--- config.mk ---
export PLATFORM = sky130hd
export DESIGN_NAME = threshold_cross_morphology
export DESIGN_NICKNAME = d
export VERILOG_FILES = /design/src/sv/tcm_pkg.sv /design/src/sv/tcm_ram.sv /design/src/sv/tcm_ofifo.sv /design/src/sv/threshold_cross_morphology.sv
export SDC_FILE = /design/constraint.sdc
export NUM_CORES = 2
export LEC_CHECK = 0
export ABC_AREA = 0
export BUFFER_PORTS_ARGS = -buffer_cell sky130_fd_sc_hd__buf_2
export CAP_MARGIN = 20
export CORE_MARGIN = 5
export CORE_UTILIZATION = 55
export CTS_CLUSTER_DIAMETER = 200
export DETAILED_ROUTE_END_ITERATION = 12
export MAX_ROUTING_LAYER = met4
export PLACE_DENSITY_LB_ADDON = 0.3
export SYNTH_ARGS = -nofsm -noshare
export SYNTH_HDL_FRONTEND = slang
export SYNTH_MEMORY_MAX_BITS = 65536
export SYNTH_SLANG_ARGS = --single-unit
--- constraint.sdc ---
create_clock -name clk -period 36.4 [get_ports clk]
set_clock_uncertainty 0.15 [all_clocks]
set_input_delay 3.64 -clock clk [delete_from_list [all_inputs] [get_ports clk]]
set_output_delay 3.64 -clock clk [all_outputs]
set_load 0.02 [all_outputs]
--- src/sv/tcm_pkg.sv ---
package tcm_pkg;

  localparam int MAX_WIDTH_DEF  = 1024;
  localparam int MAX_HEIGHT_DEF = 4096;

  // register field widths
  localparam int IMG_W_BITS  = 11;
  localparam int IMG_H_BITS  = 13;
  localparam int THR_BITS    = 8;
  localparam int CFG_DW      = 13;
  localparam int CFG_IDX_W   = 2;

  // reset values of the registers
  localparam int WIDTH_RESET  = 512;
  localparam int HEIGHT_RESET = 512;
  localparam logic [THR_BITS-1:0] THR_RESET = 8'd127;
  localparam int MIN_SIZE = 3;

  // pixel and result field widths
  localparam int PIX_W     = 8;
  localparam int OUT_ROW_W = 12;
  localparam int OUT_COL_W = 10;

  // row store entry: bit 0 row r-1, bit 1 row r-2
  localparam int ENT_W = 2;

  localparam int OFIFO_DEPTH = 4;
  localparam int OFIFO_PW    = $clog2(OFIFO_DEPTH);
  localparam int OFIFO_CW    = $clog2(OFIFO_DEPTH + 1);

  typedef enum logic [CFG_IDX_W-1:0] {
    REG_IMG_WIDTH  = 2'd0,
    REG_IMG_HEIGHT = 2'd1,
    REG_THRESHOLD  = 2'd2,
    REG_MODE       = 2'd3
  } cfg_reg_t;

  typedef enum logic {
    MODE_DILATE = 1'b0,
    MODE_ERODE  = 1'b1
  } mode_t;

  typedef struct packed {
    logic                 set;
    logic [OUT_ROW_W-1:0] row;
    logic [OUT_COL_W-1:0] col;
    logic                 last;
  } res_t;

  typedef struct packed {
    logic [OFIFO_CW-1:0] count;
    logic                not_empty;
  } ofifo_stat_t;

endpackage

--- src/sv/tcm_ram.sv ---
module tcm_ram #(
  parameter int WIDTH = 2,
  parameter int DEPTH = 1024
) (
  input  logic                     clk,
  input  logic                     we,
  input  logic [$clog2(DEPTH)-1:0] waddr,
  input  logic [WIDTH-1:0]         wdata,
  input  logic [$clog2(DEPTH)-1:0] raddr,
  output logic [WIDTH-1:0]         rdata
);

  logic [WIDTH-1:0] mem_r [DEPTH];

  always_ff @(posedge clk) begin
    if (we) begin
      mem_r[waddr] <= wdata;
    end
    rdata <= mem_r[raddr];
  end

endmodule

--- src/sv/tcm_ofifo.sv ---
module tcm_ofifo
  import tcm_pkg::*;
(
  input  logic        clk,
  input  logic        rst_n,
  input  logic        push0,
  input  res_t        din0,
  input  logic        push1,
  input  res_t        din1,
  input  logic        pop,
  output res_t        dout,
  output ofifo_stat_t stat
);

  res_t                mem_r [OFIFO_DEPTH];
  logic [OFIFO_PW-1:0] wr_ptr_r, wr_ptr_nxt;
  logic [OFIFO_PW-1:0] rd_ptr_r, rd_ptr_nxt;
  logic [OFIFO_CW-1:0] count_r, count_nxt;
  logic [OFIFO_CW-1:0] n_push;
  logic                do_pop;

  // push1 only comes along with push0; it lands in the slot after din0
  always_ff @(posedge clk) begin
    if (push0) begin
      mem_r[wr_ptr_r] <= din0;
    end
    if (push1) begin
      mem_r[wr_ptr_r + OFIFO_PW'(1)] <= din1;
    end
  end

  always_comb begin
    do_pop = pop && (count_r != '0);
    n_push = push1 ? OFIFO_CW'(2) : (push0 ? OFIFO_CW'(1) : '0);
    wr_ptr_nxt = wr_ptr_r + OFIFO_PW'(n_push);
    rd_ptr_nxt = do_pop ? rd_ptr_r + OFIFO_PW'(1) : rd_ptr_r;
    count_nxt  = count_r + n_push - (do_pop ? OFIFO_CW'(1) : '0);
  end

  always_ff @(posedge clk) begin
    if (!rst_n) begin
      wr_ptr_r <= '0;
      rd_ptr_r <= '0;
      count_r  <= '0;
    end else begin
      wr_ptr_r <= wr_ptr_nxt;
      rd_ptr_r <= rd_ptr_nxt;
      count_r  <= count_nxt;
    end
  end

  assign dout           = mem_r[rd_ptr_r];
  assign stat.count     = count_r;
  assign stat.not_empty = (count_r != '0);

endmodule

--- src/sv/threshold_cross_morphology.sv ---
// Streaming 3x3 cross morphology on a thresholded grayscale frame.
// Input channel: in_valid / in_stall / in_gray_pixel, one pixel per transfer,
// raster order. Result channel: out_valid / out_stall with out_set, out_row,
// out_col, out_last_of_run. A pixel at row r >= 1 gives the result for
// (r-1, c); a last-row pixel also gives (r, c) as a second result. Row 0
// gives nothing. Config (cfg_we, cfg_index, cfg_wdata) must be written only
// while the block is idle; the block itself does not enforce this. A size
// write restarts the frame. Throughput: one pixel per cycle while in_stall
// is low; on the last row each pixel gives two results, which leave through
// the single result port. The first result of a pixel passes the read stage
// (row store read), then the 4-entry result queue. The row store is a
// 2-bit-wide RAM kept in two copies so that columns c and c+1 are read in the
// same cycle. in_stall rises when the result queue may not hold what is in
// flight; a stalled receiver therefore backs up to the input and nothing is
// lost. Reset restores the register defaults and the frame counters; row
// store contents are not cleared (row 0 fills them).
module threshold_cross_morphology
  import tcm_pkg::*;
#(
  parameter int MAX_WIDTH  = MAX_WIDTH_DEF,
  parameter int MAX_HEIGHT = MAX_HEIGHT_DEF
) (
  input  logic                 clk,
  input  logic                 rst_n,
  input  logic                 in_valid,
  output logic                 in_stall,
  input  logic [PIX_W-1:0]     in_gray_pixel,
  output logic                 out_valid,
  input  logic                 out_stall,
  output logic                 out_set,
  output logic [OUT_ROW_W-1:0] out_row,
  output logic [OUT_COL_W-1:0] out_col,
  output logic                 out_last_of_run,
  input  logic                 cfg_we,
  input  logic [CFG_IDX_W-1:0] cfg_index,
  input  logic [CFG_DW-1:0]    cfg_wdata
);

  localparam int CW = $clog2(MAX_WIDTH);
  localparam int RW = $clog2(MAX_HEIGHT);
  localparam int WW = $clog2(MAX_WIDTH + 1);
  localparam int HW = $clog2(MAX_HEIGHT + 1);
  localparam int W_RST = (WIDTH_RESET > MAX_WIDTH) ? MAX_WIDTH : WIDTH_RESET;
  localparam int H_RST = (HEIGHT_RESET > MAX_HEIGHT) ? MAX_HEIGHT : HEIGHT_RESET;

  // registers
  logic [WW-1:0]       width_r;
  logic [HW-1:0]       height_r;
  logic [THR_BITS-1:0] thr_r;
  mode_t               mode_r;

  // frame position
  logic [CW-1:0] col_r, col_nxt;
  logic [RW-1:0] row_r, row_nxt;
  logic          window_r;

  // read stage
  logic             s1_valid_r;
  logic [PIX_W-1:0] s1_gray_r;
  logic [CW-1:0]    s1_col_r;
  logic [RW-1:0]    s1_row_r;
  logic             s1_first_r, s1_lastrow_r, s1_int_cur_r, s1_int_res_r;
  logic             s1_has_left_r, s1_has_right_r;

  logic [31:0]      wv, hv, w_clamp, h_clamp;
  logic             size_wr, in_acc;
  logic             col_end, row_end, lastrow_now, col_inner, int_cur, int_res;
  logic [CW-1:0]    rgt_addr;
  logic [ENT_W-1:0] ent_ctr, ent_rgt, ram_wdata;
  logic             up, left, center, right, cur, res_dil, res_ero;
  logic [RW-1:0]    row_m1;
  res_t             res1, res2, head;
  logic             push0, push1, pop;
  ofifo_stat_t      fifo_stat;
  logic [3:0]       n1, n_in, need;

  // ---------------- configuration ----------------
  always_comb begin
    wv = 32'(cfg_wdata[IMG_W_BITS-1:0]);
    hv = 32'(cfg_wdata[IMG_H_BITS-1:0]);
    if (wv < 32'(MIN_SIZE)) begin
      w_clamp = 32'(MIN_SIZE);
    end else if (wv > 32'(MAX_WIDTH)) begin
      w_clamp = 32'(MAX_WIDTH);
    end else begin
      w_clamp = wv;
    end
    if (hv < 32'(MIN_SIZE)) begin
      h_clamp = 32'(MIN_SIZE);
    end else if (hv > 32'(MAX_HEIGHT)) begin
      h_clamp = 32'(MAX_HEIGHT);
    end else begin
      h_clamp = hv;
    end
  end

  always_ff @(posedge clk) begin
    if (!rst_n) begin
      width_r  <= WW'(W_RST);
      height_r <= HW'(H_RST);
      thr_r    <= THR_RESET;
      mode_r   <= MODE_DILATE;
    end else if (cfg_we) begin
      unique case (cfg_reg_t'(cfg_index))
        REG_IMG_WIDTH:  width_r  <= WW'(w_clamp);
        REG_IMG_HEIGHT: height_r <= HW'(h_clamp);
        REG_THRESHOLD:  thr_r    <= cfg_wdata[THR_BITS-1:0];
        REG_MODE:       mode_r   <= mode_t'(cfg_wdata[0]);
      endcase
    end
  end

  assign size_wr = cfg_we && ((cfg_reg_t'(cfg_index) == REG_IMG_WIDTH) ||
                              (cfg_reg_t'(cfg_index) == REG_IMG_HEIGHT));

  // ---------------- input side ----------------
  assign in_acc = in_valid && !in_stall;

  always_comb begin
    col_end     = (32'(col_r) + 32'd1 >= 32'(width_r));
    row_end     = (32'(row_r) + 32'd1 >= 32'(height_r));
    lastrow_now = (32'(row_r) + 32'd1 == 32'(height_r));
    col_inner   = (col_r != '0) && (32'(col_r) + 32'd2 <= 32'(width_r));
    int_cur     = (row_r != '0) && (32'(row_r) + 32'd2 <= 32'(height_r)) && col_inner;
    int_res     = (32'(row_r) >= 32'd2) && col_inner;
    col_nxt     = col_end ? '0 : col_r + CW'(1);
    row_nxt     = !col_end ? row_r : (row_end ? '0 : row_r + RW'(1));
  end

  always_ff @(posedge clk) begin
    if (!rst_n) begin
      col_r <= '0;
      row_r <= '0;
    end else if (size_wr) begin
      col_r <= '0;
      row_r <= '0;
    end else if (in_acc) begin
      col_r <= col_nxt;
      row_r <= row_nxt;
    end
  end

  always_ff @(posedge clk) begin
    if (!rst_n) begin
      s1_valid_r <= 1'b0;
    end else begin
      s1_valid_r <= in_acc;
    end
  end

  always_ff @(posedge clk) begin
    if (in_acc) begin
      s1_gray_r      <= in_gray_pixel;
      s1_col_r       <= col_r;
      s1_row_r       <= row_r;
      s1_first_r     <= (row_r == '0);
      s1_lastrow_r   <= lastrow_now;
      s1_int_cur_r   <= int_cur;
      s1_int_res_r   <= int_res;
      s1_has_left_r  <= (col_r != '0);
      s1_has_right_r <= !col_end;
    end
  end

  // ---------------- row store ----------------
  // Both copies take the same writes; one is read at column c, the other at c+1.
  // The write of column c lands before any later read of it.
  assign rgt_addr  = col_r + CW'(1);
  assign ram_wdata = s1_first_r ? {1'b0, cur} : {center, cur};

  tcm_ram #(
    .WIDTH (ENT_W),
    .DEPTH (MAX_WIDTH)
  ) u_ram_ctr (
    .clk   (clk),
    .we    (s1_valid_r),
    .waddr (s1_col_r),
    .wdata (ram_wdata),
    .raddr (col_r),
    .rdata (ent_ctr)
  );

  tcm_ram #(
    .WIDTH (ENT_W),
    .DEPTH (MAX_WIDTH)
  ) u_ram_rgt (
    .clk   (clk),
    .we    (s1_valid_r),
    .waddr (s1_col_r),
    .wdata (ram_wdata),
    .raddr (rgt_addr),
    .rdata (ent_rgt)
  );

  // ---------------- cross window ----------------
  always_comb begin
    center  = ent_ctr[0];
    up      = ent_ctr[1];
    right   = s1_has_right_r && ent_rgt[0];
    left    = s1_has_left_r && window_r;
    cur     = s1_int_cur_r && (s1_gray_r >= thr_r);
    res_dil = up | left | center | right | cur;
    res_ero = s1_int_res_r & up & left & center & right & cur;
    row_m1  = s1_row_r - RW'(1);

    res1.set  = (mode_r == MODE_DILATE) ? res_dil : res_ero;
    res1.row  = OUT_ROW_W'(row_m1);
    res1.col  = OUT_COL_W'(s1_col_r);
    res1.last = !s1_lastrow_r;

    // the last row is all border: only the pixel above can set it
    res2.set  = (mode_r == MODE_DILATE) ? center : 1'b0;
    res2.row  = OUT_ROW_W'(s1_row_r);
    res2.col  = OUT_COL_W'(s1_col_r);
    res2.last = 1'b1;

    push0 = s1_valid_r && !s1_first_r;
    push1 = s1_valid_r && !s1_first_r && s1_lastrow_r;
  end

  // left neighbor: row r-1 bit of the previous column, already overwritten
  always_ff @(posedge clk) begin
    if (!rst_n) begin
      window_r <= 1'b0;
    end else if (size_wr) begin
      window_r <= 1'b0;
    end else if (s1_valid_r) begin
      window_r <= s1_first_r ? 1'b0 : center;
    end
  end

  // ---------------- result queue ----------------
  assign pop = out_valid && !out_stall;

  tcm_ofifo u_ofifo (
    .clk   (clk),
    .rst_n (rst_n),
    .push0 (push0),
    .din0  (res1),
    .push1 (push1),
    .din1  (res2),
    .pop   (pop),
    .dout  (head),
    .stat  (fifo_stat)
  );

  assign out_valid       = fifo_stat.not_empty;
  assign out_set         = head.set;
  assign out_row         = head.row;
  assign out_col         = head.col;
  assign out_last_of_run = head.last;

  // room for the queue contents, the item in the read stage and a new one
  always_comb begin
    n1       = s1_valid_r ? (s1_lastrow_r ? 4'd2 : 4'd1) : 4'd0;
    n_in     = lastrow_now ? 4'd2 : 4'd1;
    need     = 4'(fifo_stat.count) + n1 + n_in;
    in_stall = !rst_n || (need > 4'(OFIFO_DEPTH));
  end

  // ---------------- checks ----------------
  a_fifo_bound: assert property (@(posedge clk) disable iff (!rst_n)
    fifo_stat.count <= OFIFO_CW'(OFIFO_DEPTH))
    else $error("result queue overflow");

  a_lastrow_two: assert property (@(posedge clk) disable iff (!rst_n)
    (in_acc && lastrow_now) |=> (push0 && push1))
    else $error("last-row pixel did not give two results");

  a_push_src: assert property (@(posedge clk) disable iff (!rst_n)
    push0 |-> $past(in_acc))
    else $error("result without a pixel transfer");

endmodule
==> results by group <==
Run status
  • Outcome: complete, no violations

Placed design
  • Input/output buffers: 53
  • Post-detailed-placement half-perimeter wirelength: 168 mm
  • Placement Cell Area: between 100,000 and 150,000 µm²
  • Gp weighted congestion: between 0.8 and 0.9
  • Setup WS pre-CTS: 27,780 ps

Timing
  • Total count of hold-check failures in the final report: 0
  • Worst slack on hold paths: 316 ps
  • TNS Setup: 0 ps
  • Portion of the clock cycle consumed by the worst path in the final layout: 0.258
  • Final worst slack: around 27,000 ps
  • Max frequency: about 110 MHz
  • Worst-Margin Slew: ~1400 ps
  • Final-report setup violation count: 0
  • Unrepaired setup endpoints after global routing: false
  • Worst slew slack as a fraction of its limit: 0.0527
  • Max-slew violation total from the final report: 0
  • Tmin final: 9380 ps

Floorplan
  • Floorplan die width: approximately 440 µm
  • Number of cell rows: ~160
  • Vertical die dimension: around 440 µm
  • Placeable core region: roughly 190,000 µm²
  • Floorplan die area: ~200,000 µm²
  • Number of top-level pins: 54
  • Starting density of the core: 0.555

Critical path
  • CP Capture Type: output pin
  • Startpoint-to-endpoint class of the critical path: register to output pin
  • Worst endpoint required time: around 33,000 ps
  • Delay of the slowest critical-path stage: 500 ps
  • Data arrival time of the critical path: around 5600 ps
  • Maximum fanout along the worst path: 9
  • Series of cell instances along the critical path: ha_1 > and3_1 > and3_1 > and3_1 > nand4_1 > xnor2_1 > ha_1 > nand2_1 > nor2_1 > nand2_1 > nor3_1 > inv_1 > fa_1 > ha_1 > fa_1 > o21ai_0 > nand3b_1 > buf_2
  • Cell type of the slowest stage on the worst timing path: sky130_fd_sc_hd__nor3_1
  • Startpoint type of the worst setup path: register
  • R2r setup slk: about 29,000 ps

Routing
  • Pre-Repair DR Iteration Count: 6
  • Total Wirelength: around 300 mm
  • Number of nets still failing antenna checks after routing: 0
  • Drt initial violations: 9,587
  • Top Layer Used: met4
  • Number of vias in the routed layout: about 63,000
  • Met2 WL post-DR: around 140 mm
  • Remaining design rule violation count: 0
  • Vias per Instance: ~7.0
  • Post-detailed-route wirelength per cell: ~34 µm
  • Met3 routed WL: 42.7 mm
  • Routed length on met1: between 100 and 150 mm

Power
  • Leakage power: approximately 34 nW
  • Proportion of power drawn by combinational gates: 0.101
  • Power share of the sequential group: 0.501
  • Power density over cell area: 51.0 nW/µm²
  • Total power draw: ~5.8 mW
  • Share of power burned in the clock network: 0.398
  • Net switching fraction of the power: 0.235
  • Reported net switching power: 1.36 mW
  • Max VDD drop: around 0.051 mV
  • P_int: about 4.4 mW

Logic synthesis
  • Asr flop ratio synth: 0
  • Synth Warn #: 0
  • Top cell type's share of synthesized area: 0.634
  • Net count after synthesis: approximately 6,500
  • Register bit count reported by yosys: ~2,200
  • Avg Inst Size Synth: about 16 µm²
  • Top cell type by total area after synthesis: sky130_fd_sc_hd__edfxtp_1
  • Largest cells by area after synthesis: sky130_fd_sc_hd__edfxtp_1, sky130_fd_sc_hd__mux4_2, sky130_fd_sc_hd__nor2_1
  • Share of the yosys chip area belonging to registers: 0.648
  • Syn Std Cell Area: about 100,000 µm²
  • Netlist cell types: 83
  • Prevailing post-synth register cell: sky130_fd_sc_hd__edfxtp_1
  • Number of enable flip-flop cells after synthesis: roughly 2,200
  • Cells after synthesis: about 6,400

Clock network
  • Number of gates resized after CTS: 0
  • Count of clock tree sinks: around 2,200
  • Max Root-Sink Buffers: 3
  • Htree depth: 4
  • Skew-Pair Late Insertion Delay: just under 900 ps
  • Cts bufs inserted: roughly 220
  • Clock root buffer: sky130_fd_sc_hd__clkbuf_16
  • Post-CTS repair timing setup buffer count: 0
  • Clock tree from TritonCTS: done
  • Hold Buf Count CTS: 0
  • Reg clk slew, reported paths: ~60 ps

GRT
  • Grt ovf: 0
  • Global routing usage summed across all routing layers: 0.314
  • Number of antenna violations at the first check in global routing: 13
  • Largest net degree at the start of global routing: 267
  • First-pass GRT wire length: approximately 430 mm
  • Number of global-route vias before repair: just over 60,000

Hold path
  • Type of the worst min-delay path: register to register

Final layout
  • Share of final-layout standard cells stronger than drive strength 1: 0.223
  • Post-route cell area: between 100,000 and 150,000 µm²
  • Synthesis-to-layout area growth: 10.1%
  • Layout net count: ~6,400

Job
  • Max-cap violations: 0
-- layout by cell type (no fill, tap or decap), types with 56 or more instances in the layout --
cell / instances
sky130_fd_sc_hd__a211oi_1: 59
sky130_fd_sc_hd__a21oi_1: 78
sky130_fd_sc_hd__clkbuf_16: 221
sky130_fd_sc_hd__mux2i_1: 225
sky130_fd_sc_hd__mux4_2: 785
sky130_fd_sc_hd__o21ai_0: 131
sky130_fd_sc_hd__buf_4: 116
sky130_fd_sc_hd__dfxtp_1: 65
sky130_fd_sc_hd__edfxtp_1: 2176
sky130_fd_sc_hd__nand2_1: 263
sky130_fd_sc_hd__o22ai_1: 56
sky130_fd_sc_hd__inv_1: 56
sky130_fd_sc_hd__nand3_1: 83
sky130_fd_sc_hd__nor2_1: 1136
sky130_fd_sc_hd__ha_1: 68
-- layer usage --
metal	GRT usage	up-vias
li1	-	25100
met1	0.415	32200
met2	0.457	4948
met3	0.0813	905
met4	0.160	0
met5	-	-
-- worst max-delay path: cells and delay by family (launching register included) --
family                   cells  cell delay [ps]
AO/OA/AOI/OAI                1               70
XOR/XNOR                     1              180
adder cells (fa/ha/maj)      5             1680
buffers and inverters        2              410
flip-flops                   1              470
AND/OR/NAND/NOR              9             1920
-- path summary, 6_finish.rpt --
check,cells past startpoint,start,to
setup / recovery,18,row_r[2]$_SDFFE_PP0P_,in_stall
hold / removal,2,u_ofifo.mem_r[2][0]$_SDFFE_PP1P_,u_ofifo.mem_r[2][0]$_SDFFE_PP1P_
setup reg to reg,12,col_r[0]$_SDFFE_PP0P_,u_ram_rgt.rdata[0]$_DFF_P_
hold reg to reg,2,u_ofifo.mem_r[2][0]$_SDFFE_PP1P_,u_ofifo.mem_r[2][0]$_SDFFE_PP1P_
-- cells in the mapped netlist, types with 7 or more instances --
cell type,count
sky130_fd_sc_hd__edfxtp_1,2176
sky130_fd_sc_hd__nor2_1,1141
sky130_fd_sc_hd__mux4_2,785
sky130_fd_sc_hd__nand2_1,263
sky130_fd_sc_hd__clkbuf_1,255
sky130_fd_sc_hd__mux2i_1,225
sky130_fd_sc_hd__o21ai_0,133
sky130_fd_sc_hd__nand3_1,116
sky130_fd_sc_hd__buf_1,98
sky130_fd_sc_hd__buf_2,86
sky130_fd_sc_hd__a21oi_1,78
sky130_fd_sc_hd__dfxtp_1,73
sky130_fd_sc_hd__ha_1,69
sky130_fd_sc_hd__buf_4,62
sky130_fd_sc_hd__a211oi_1,59
sky130_fd_sc_hd__buf_6,58
sky130_fd_sc_hd__inv_1,58
sky130_fd_sc_hd__o22ai_1,57
sky130_fd_sc_hd__and2_1,53
sky130_fd_sc_hd__nor2b_1,45
sky130_fd_sc_hd__nor3_1,45
sky130_fd_sc_hd__a22oi_1,38
sky130_fd_sc_hd__and3_1,36
sky130_fd_sc_hd__o221ai_1,35
sky130_fd_sc_hd__o31ai_1,29
sky130_fd_sc_hd__mux2_2,27
sky130_fd_sc_hd__nand4_1,26
sky130_fd_sc_hd__xnor2_1,24
sky130_fd_sc_hd__nor4_1,21
sky130_fd_sc_hd__o211ai_1,20
sky130_fd_sc_hd__a31oi_1,19
sky130_fd_sc_hd__xor2_1,18
sky130_fd_sc_hd__o21a_1,17
sky130_fd_sc_hd__nand2b_1,16
sky130_fd_sc_hd__a21o_1,13
sky130_fd_sc_hd__nor3b_1,13
sky130_fd_sc_hd__a311oi_1,12
sky130_fd_sc_hd__or3_1,9
sky130_fd_sc_hd__or2_2,7
-- layout make-up --
cell class	count	area, µm²
Fill cell	13200	72400
Sequential cell	2249	66800
Multi-Input combinational cell	3539	33700
Clock buffer	273	5800
Tap cell	2480	3100
Timing Repair Buffer	222	2360
Clock inverter	133	1420
Inverter	60	228
Antenna cell	22	55.1
-- sequential cells by signal, summed over array words and instances (netlist names), 2 cells and up, named ones only --
register,count
u_ram_ctr.mem_r,6
s1_col_r,10
u_ram_rgt.mem_r,2042
u_ofifo.count_r,3
u_ofifo.mem_r,96
s1_row_r,12
row_r,12
u_ofifo.rd_ptr_r,2
s1_gray_r,8
height_r,13
width_r,11
thr_r,8
u_ofifo.wr_ptr_r,2
col_r,10
u_ram_ctr.rdata,2
-- through the flow --
stage	utilization	instances
floorplan	-	6413
global placement	0.566	8510
detailed placement	0.567	8518
CTS	0.606	8924
global route	0.610	8969
finish	0.611	8978
-- kinds of logic after synthesis --
group                    after synthesis  synth area share
AO/OA/AOI/OAI                        572            0.0372
XOR/XNOR                              42           0.00357
adder cells (fa/ha/maj)               73           0.00915
buffers and inverters                625            0.0308
flip-flops                          2249             0.648
multiplexers                        1037             0.196
AND/OR/NAND/NOR                     1815            0.0748
-- power groups by stage --
stage / registers, mW / logic, mW / clock network, mW
global placement: 2.95 / 0.565 / 0
floorplan: 2.99 / 0.437 / 0
global route: 2.89 / 0.620 / 2.42
detailed placement: 2.95 / 0.572 / 0
CTS: 2.89 / 0.575 / 2.31
finish: 2.89 / 0.585 / 2.30
(Power assumes the default switching activity.)
